===== src/design/adsr_pkg.sv =====
// Shared types, widths and constants of the ADSR envelope shaper
package adsr_pkg;

  // field and register widths
  localparam int LEN_W      = 21;
  localparam int LVL_W      = 15;
  localparam int SMP_W      = 16;
  localparam int PH_W       = 3;
  localparam int CFG_IDX_W  = 3;
  localparam int CFG_DATA_W = 21;

  // default upper bound of the sample counter
  localparam int MAX_SAMPLES_DEF = 1048576;

  // shared divider geometry: 57-bit dividend, 42-bit divisor, 16 quotient bits
  localparam int DIV_DVD_W = 57;
  localparam int DIV_DSR_W = 42;
  localparam int DIV_Q_W   = 16;

  // register indexes of the configuration port
  localparam logic [CFG_IDX_W-1:0] REG_ENV_MODE      = 3'd0;
  localparam logic [CFG_IDX_W-1:0] REG_ATTACK_LEN    = 3'd1;
  localparam logic [CFG_IDX_W-1:0] REG_DECAY_END     = 3'd2;
  localparam logic [CFG_IDX_W-1:0] REG_RELEASE_START = 3'd3;
  localparam logic [CFG_IDX_W-1:0] REG_TOTAL_LEN     = 3'd4;
  localparam logic [CFG_IDX_W-1:0] REG_PEAK_LEVEL    = 3'd5;
  localparam logic [CFG_IDX_W-1:0] REG_SUSTAIN_LEVEL = 3'd6;

  // register values after reset
  localparam logic             ENV_MODE_RST      = 1'b0;
  localparam logic [LEN_W-1:0] ATTACK_LEN_RST    = 21'd441;
  localparam logic [LEN_W-1:0] DECAY_END_RST     = 21'd20286;
  localparam logic [LEN_W-1:0] RELEASE_START_RST = 21'd39690;
  localparam logic [LEN_W-1:0] TOTAL_LEN_RST     = 21'd44100;
  localparam logic [LVL_W-1:0] PEAK_LEVEL_RST    = 15'd32767;
  localparam logic [LVL_W-1:0] SUSTAIN_LEVEL_RST = 15'd16383;

  // envelope phase reported with each result
  typedef enum logic [PH_W-1:0] {
    PH_ATTACK  = 3'd0,
    PH_DECAY   = 3'd1,
    PH_SUSTAIN = 3'd2,
    PH_HOLD    = 3'd3,
    PH_RELEASE = 3'd4,
    PH_END     = 3'd5
  } phase_t;

  // controller states
  typedef enum logic [3:0] {
    ST_IDLE,
    ST_MUL1,
    ST_MUL2,
    ST_DSTART1,
    ST_DWAIT1,
    ST_GMUL,
    ST_DSTART2,
    ST_DWAIT2,
    ST_EMIT
  } ctrl_state_t;

  // datapath commands
  typedef enum logic [2:0] {
    DP_NOP,
    DP_LOAD,
    DP_MUL1,
    DP_MUL2,
    DP_DIV,
    DP_GAIN,
    DP_GMUL,
    DP_EMIT
  } dp_op_t;

  // datapath status seen by the controller
  typedef struct packed {
    phase_t phase;
    logic   peak_zero;
    logic   div_done;
  } dp_status_t;

endpackage


===== src/design/adsr_ctrl.sv =====
// Controller: sequences one beat through multiply, divide and output stages
module adsr_ctrl import adsr_pkg::*; (
  input  logic       clk,
  input  logic       rst,
  input  logic       in_valid,
  output logic       in_stall,
  output logic       out_valid,
  input  logic       out_stall,
  input  dp_status_t status,
  output dp_op_t     op
);

  ctrl_state_t state;
  ctrl_state_t state_next;
  logic        out_valid_next;

  // state and output valid registers
  always_ff @(posedge clk) begin
    if (rst) begin
      state     <= ST_IDLE;
      out_valid <= 1'b0;
    end else begin
      state     <= state_next;
      out_valid <= out_valid_next;
    end
  end

  // next state and datapath command
  always_comb begin
    state_next     = state;
    op             = DP_NOP;
    out_valid_next = out_valid && out_stall;
    unique case (state)
      ST_IDLE: begin
        if (in_valid) begin
          op         = DP_LOAD;
          state_next = ST_MUL1;
        end
      end
      ST_MUL1: begin
        unique case (status.phase)
          PH_END, PH_HOLD: begin
            state_next = ST_EMIT;
          end
          PH_SUSTAIN: begin
            op         = DP_MUL1;
            state_next = ST_GMUL;
          end
          PH_RELEASE: begin
            op         = DP_MUL1;
            state_next = ST_MUL2;
          end
          default: begin
            op         = DP_MUL1;
            state_next = ST_DSTART1;
          end
        endcase
      end
      ST_MUL2: begin
        op         = DP_MUL2;
        state_next = ST_DSTART1;
      end
      ST_DSTART1: begin
        op         = DP_DIV;
        state_next = ST_DWAIT1;
      end
      ST_DWAIT1: begin
        if (status.div_done) begin
          if (status.phase == PH_ATTACK) begin
            state_next = ST_EMIT;
          end else begin
            op         = DP_GAIN;
            state_next = ST_GMUL;
          end
        end
      end
      ST_GMUL: begin
        if (status.peak_zero) begin
          state_next = ST_EMIT;
        end else begin
          op         = DP_GMUL;
          state_next = ST_DSTART2;
        end
      end
      ST_DSTART2: begin
        op         = DP_DIV;
        state_next = ST_DWAIT2;
      end
      ST_DWAIT2: begin
        if (status.div_done) begin
          state_next = ST_EMIT;
        end
      end
      ST_EMIT: begin
        // load the output register once it is free or being taken
        if (!out_valid || !out_stall) begin
          op             = DP_EMIT;
          out_valid_next = 1'b1;
          state_next     = ST_IDLE;
        end
      end
      default: begin
        state_next = ST_IDLE;
      end
    endcase
  end

  assign in_stall = rst || (state != ST_IDLE);

endmodule


===== config.mk =====
export PLATFORM = sky130hd
export DESIGN_NAME = adsr_ctrl
export DESIGN_NICKNAME = d
export VERILOG_FILES = /design/src/design/adsr_pkg.sv /design/src/design/adsr_ctrl.sv
export SDC_FILE = /design/constraint.sdc
export NUM_CORES = 1
export LEC_CHECK = 0
export ABC_AREA = 1
export BUFFER_PORTS_ARGS = -buffer_cell sky130_fd_sc_hd__buf_4
export CAP_MARGIN = 20
export CORE_AREA = 2 2 39 41
export DETAILED_ROUTE_END_ITERATION = 8
export DIE_AREA = 0 0 41 43
export PLACE_DENSITY = 0.64
export SYNTH_ARGS = -nofsm -noshare
export SYNTH_HDL_FRONTEND = slang
export SYNTH_SLANG_ARGS = --single-unit

===== constraint.sdc =====
create_clock -name clk -period 2.61 [get_ports clk]
set_clock_uncertainty 0.05 [all_clocks]
set_input_delay 0.1305 -clock clk [delete_from_list [all_inputs] [get_ports clk]]
set_output_delay 0.1305 -clock clk [all_outputs]
set_load 0.03 [all_outputs]

Yosys cells after proc, flatten, opt, wreduce, memory -nomap -nowiden
Cells that the tools add are included.
Widths: inputs -> output; s select.

word-level totals
  flip-flop bits (word level) = 5
  input bits = 9
  output and inout port bits = 5
  logic and storage cells = 46

operators by class
  reductions and logical operators = 11
  multiplexer cells = 17
  equal/unequal tests = 16

operators with widths
  kind                count
  $pmux 4 s9          1
  $mux 4              6
  $pmux 3 s7          1
  $eq 4x3->1 const B  4
  $mux 3              4
  $pmux 4 s3          1
  $eq 4x2->1 const B  2
  $ne 2x2->1 const B  4
  $eq 3x2->1 const B  2
  $eq 3x3->1 const B  2
  $eq 4x1->1 const B  1
  $eq 4x4->1 const B  1
  $logic_not 4->1     1
  $reduce_and 4->1    1
  $reduce_bool 4->1   1
  $reduce_or 2->1     2
  $logic_not 3->1     1
  $mux 1              3
  $logic_not 1->1     2
  $logic_or 1x1->1    2
  $mux 2              1
  $logic_and 1x1->1   1

Depth between registers and ports, before layout
  depth in word-level cells = 4
  gate-level depth with buffers = 9
  mapped depth without buffers = 8

Worst setup path after synthesis
No wires, ideal clock.

  kind = register -> output
  start point = register out_valid
  end point = output op[2]
  cell stages (with the launch flop) = 6
  data required time = 2.430 ns
  arrival = 1.147 ns
  path slack = 1.283 ns
  path buffers = 0
  cells stage by stage = dfxtp_1 nand2_1 nand3_1 nand2_1 inv_1 o2111ai_1

between the ends
  longest elaborated chain between the ends = 4

ends and longest elaborated chain
  item                    line             text
  from (decl)             adsr_ctrl.sv:7   output logic out_valid,
  from (signal assigned)  adsr_ctrl.sv:24  out_valid <= out_valid_next;
  $logic_not 1->1         adsr_ctrl.sv:96  if (!out_valid || !out_stall) begin
  $logic_or 1x1->1        adsr_ctrl.sv:96
  $mux 3                  adsr_ctrl.sv:96
  $pmux 3 s7              adsr_ctrl.sv:33  unique case (state)
  to (decl)               adsr_ctrl.sv:10  output dp_op_t op

Every way passes these cells.

Worst setup path in the final report
  start point = register state[3]
  end point = output op[2]

between the ends
  longest elaborated chain between the ends = 3
  elaborated cells between the ends (all ways) = 10
  those cells by class = 7 x eq/ne; 1 x mux; 2 x reduce/logical

ends and longest elaborated chain
  item                                             line             text
  from (decl)                                      adsr_ctrl.sv:13  ctrl_state_t state;
  from (signal assigned)                           adsr_ctrl.sv:23  state <= state_next;
  $eq 4x3->1 / $eq 4x2->1 (equally long branches)  adsr_ctrl.sv:33
  $reduce_or 2->1 (no source line)                 --
  $pmux 3 s7 *                                     adsr_ctrl.sv:33

Every way passes the cells marked *; elsewhere a longest branch is shown, timed or not.

==> summary.md <==
| Metric | Value |
|---|---|
| Outcome | complete, no violations |
| Slowest library cell on the worst path | sky130_fd_sc_hd__dfxtp_1 |
| Synthesized area divided by synthesized cell count | 5.66 um2 |
| Upper clock frequency limit | roughly 620 MHz |
| Row count | 14 |
| Final number of setup-violating endpoints | 0 |
| Cell mode on critical path | sky130_fd_sc_hd__inv_1 |
| Post-placement cell count | approximately 110 |
| Global-route wire length before repair | around 1.8 mm |
| Total of buffers placed on input and output ports | 13 |
| Max-slew violation count | 0 |
| Share of Yosys cell area claimed by the top area cell type | between 20% and 30% |
| Origin of the worst min-delay path | rst |
| VDD IR max | 0.000217 V |
| Sequential cell area fraction in the yosys report | a little over a fifth |
| Share of final-layout standard cells stronger than drive strength 1 | 25.0% |
| Worst slew pin tran | slightly below 0.3 ns |
| List of cells traversed by the critical path | inv_1 > nor2_1 > nand3_1 > nand2_1 > inv_1 > o2111ai_1 > buf_4 |
| Clock tree root buffer cell | sky130_fd_sc_hd__clkbuf_4 |
| Max-Slew Margin vs Limit | between 80% and 90% |
| Number of buffers added by the clock tree synthesis step | 3 |
| Initial Utilization | between 30% and 40% |
| Total power density per cell area | between 600 and 700 nW/um2 |
| CP Max Fanout | 4 |
| Largest stage delay on the critical path | about 0.4 ns |
| Via-per-instance ratio | between 4 and 5 |
| RSZ-0062 raised after global routing | false |
| P_leak | around 0.32 nW |
| Height of the die | between 40 and 50 um |
| Maximum number of pins on one net before global-route repair | 9 |
| Minimum clock period | about 1.6 ns |
| Maximum clock insertion buffer count | 2 |
| Cell count after synthesis | 84 |
| CTS Sinks | 5 |
| DRC Markers | 0 |
| Final routed wirelength across all metal layers | between 1 and 1.5 mm |
| H-tree levels | 1 |
| Routability cong. | ~0.8 |
| Synthesized area | between 400 and 500 um2 |
| Number of hold-slack violations in the final timing report | 0 |
| Final std cells w/o fill | about 120 |
| Type of element capturing the critical path | output pin |
| Dominant cells by area after synthesis | sky130_fd_sc_hd__nand2_1, sky130_fd_sc_hd__dfxtp_1, sky130_fd_sc_hd__nand3_1 |
| Number of nets in the layout | 110 |
| Worst Setup SP | state[3]$_SDFFE_PP0P_ |
| TritonCTS clock tree | yes |
| Commonest cells after routing, fill and taps aside | sky130_fd_sc_hd__nand2_1, sky130_fd_sc_hd__buf_4, sky130_fd_sc_hd__nand3_1 |
| Routed wire length per instance | ~10 um |
| Crit Path Class | reg -> out |
| Critical Path AT | between 1 and 1.5 ns |
| Diode count | 0 |
| Synthesized netlist net count | 93 |
| Number of antenna violations at the first check in global routing | 0 |
| Synth area leader | sky130_fd_sc_hd__nand2_1 |
| Total number of vias | 574 |
| Netlist cell types | 15 |
| Top-level I/O count | 14 |
| Clock transition time at the flip-flop clock pins of the worst setup and hold paths | 0.04 ns |
| Warning count from the yosys run | 0 |
| Startpoint of the most critical register-to-register path | state[3]$_SDFFE_PP0P_ |
| Area of the die | between 1500 and 2000 um2 |
| Sum of overflow across all layers after global routing | 0 |
| Total core area | ~1400 um2 |
| Floorplan die width | roughly 40 um |
| Crit start category | flip-flop |
| Most common cell after layout, fill and taps aside | sky130_fd_sc_hd__nand2_1 |
| Worst min-delay path class | in -> reg |
| Number of buffers inserted by post-CTS setup repair | 0 |
| Post-route fraction of the period consumed by the critical path | between 60 and 70% |
| DR pass1 iterations | 4 |
| Post-route ant nets | 0 |
| Required time of the worst setup path | 2.43 ns |
| Setup_tns | 0 ns |
| Number of gates resized after CTS | 0 |
| Clock latency of the later-clocked register in the worst-skew pair | between 0.2 and 0.25 ns |
| Area overhead of the layout relative to synthesis | 27.9% |
| First DRT Iteration DRCs | 17 |
| Max-cap violations | 0 |
| Overall routing resource usage | between 10% and 20% |
| Post-synthesis sequential element count | 5 |
| Post-DP HPWL | approximately 980 um |
| Number of global-route vias before repair | approximately 470 |
| Total of hold buffers inserted after clock tree synthesis | 0 |
==> worst max-delay path: cells and delay by family (launching register included) <==
| family | cells | cell delay [ns] |
|---|---|---|
| compound gates | 1 | 0.07 |
| buf+inv | 3 | 0.34 |
| flops | 1 | 0.40 |
| simple gates | 3 | 0.38 |
==> path summary, 6_finish.rpt <==
kind,end,slack (ns),depth (start not counted)
min reg2reg,out_valid$_SDFF_PP0_,0.47,2
min,state[2]$_SDFFE_PP0P_,0.03,2
max reg2reg,state[0]$_SDFFE_PP0P_,1.33,7
max,op[2],1.01,7
==> per-layer routing <==
layer  vias to the layer above  wire (um)  global-route usage, %  part of all wire [%]
met5                         -          0                      0                     0
met4                         0         19                   10.0                   1.7
met3                         2         47                   3.14                   4.1
met2                        15        533                   22.8                    46
met1                       251        550                   19.2                    48
li1                        306          -                      -                     -
==> flip-flops by register name (all words and copies together), names as in the netlist <==
register and flops:
state 4, out_valid 1
==> synthesized netlist by cell type <==
cell type / count
sky130_fd_sc_hd__nand2_1: 27
sky130_fd_sc_hd__nand3_1: 12
sky130_fd_sc_hd__inv_1: 11
sky130_fd_sc_hd__nor2_1: 7
sky130_fd_sc_hd__dfxtp_1: 5
sky130_fd_sc_hd__a21oi_1: 4
sky130_fd_sc_hd__nor2_2: 4
sky130_fd_sc_hd__a21oi_2: 3
sky130_fd_sc_hd__nand3b_1: 3
sky130_fd_sc_hd__inv_2: 2
sky130_fd_sc_hd__nand4_1: 2
sky130_fd_sc_hd__buf_6: 1
sky130_fd_sc_hd__nor3_1: 1
sky130_fd_sc_hd__o2111ai_1: 1
sky130_fd_sc_hd__o211ai_1: 1
==> where the power goes <==
group,switching [mW],internal (mW)
combinational,0.114,0.0642
clock,0.0321,0.0578
sequential,0.0119,0.0851
total,0.158,0.207
==> area by class of cell <==
class	instances	area [um2]
tap	16	20.0
clock buffer	4	26.3
sequential	5	100
fill	155	776
inverter	13	48.8
multi-input combinational	65	315
timing repair buffer	13	97.6
==> per-stage QoR <==
stage,setup slack (ns),hold WS [ns],power [mW],cell area [um2],utilization [%]
global route,0.901,0.0295,0.394,608,43.9
detailed placement,1.27,0.282,0.276,582,42.0
floorplan,1.28,0.143,0.225,475,-
global placement,1.27,0.282,0.276,582,42.0
CTS,1.01,0.0235,0.369,608,43.9
finish,1.01,0.0329,0.365,608,43.9
==> cells by family (layout without fill, tap and decap cells) <==
family                 count (synthesis)  after routing  share of synthesized area, %
buffers and inverters                 14             30                          12.6
AND/OR/NAND/NOR                       56             56                          53.2
AO/OA/AOI/OAI                          9              9                          13.2
flip-flops                             5              5                          21.1
(Power assumes the default switching activity.)
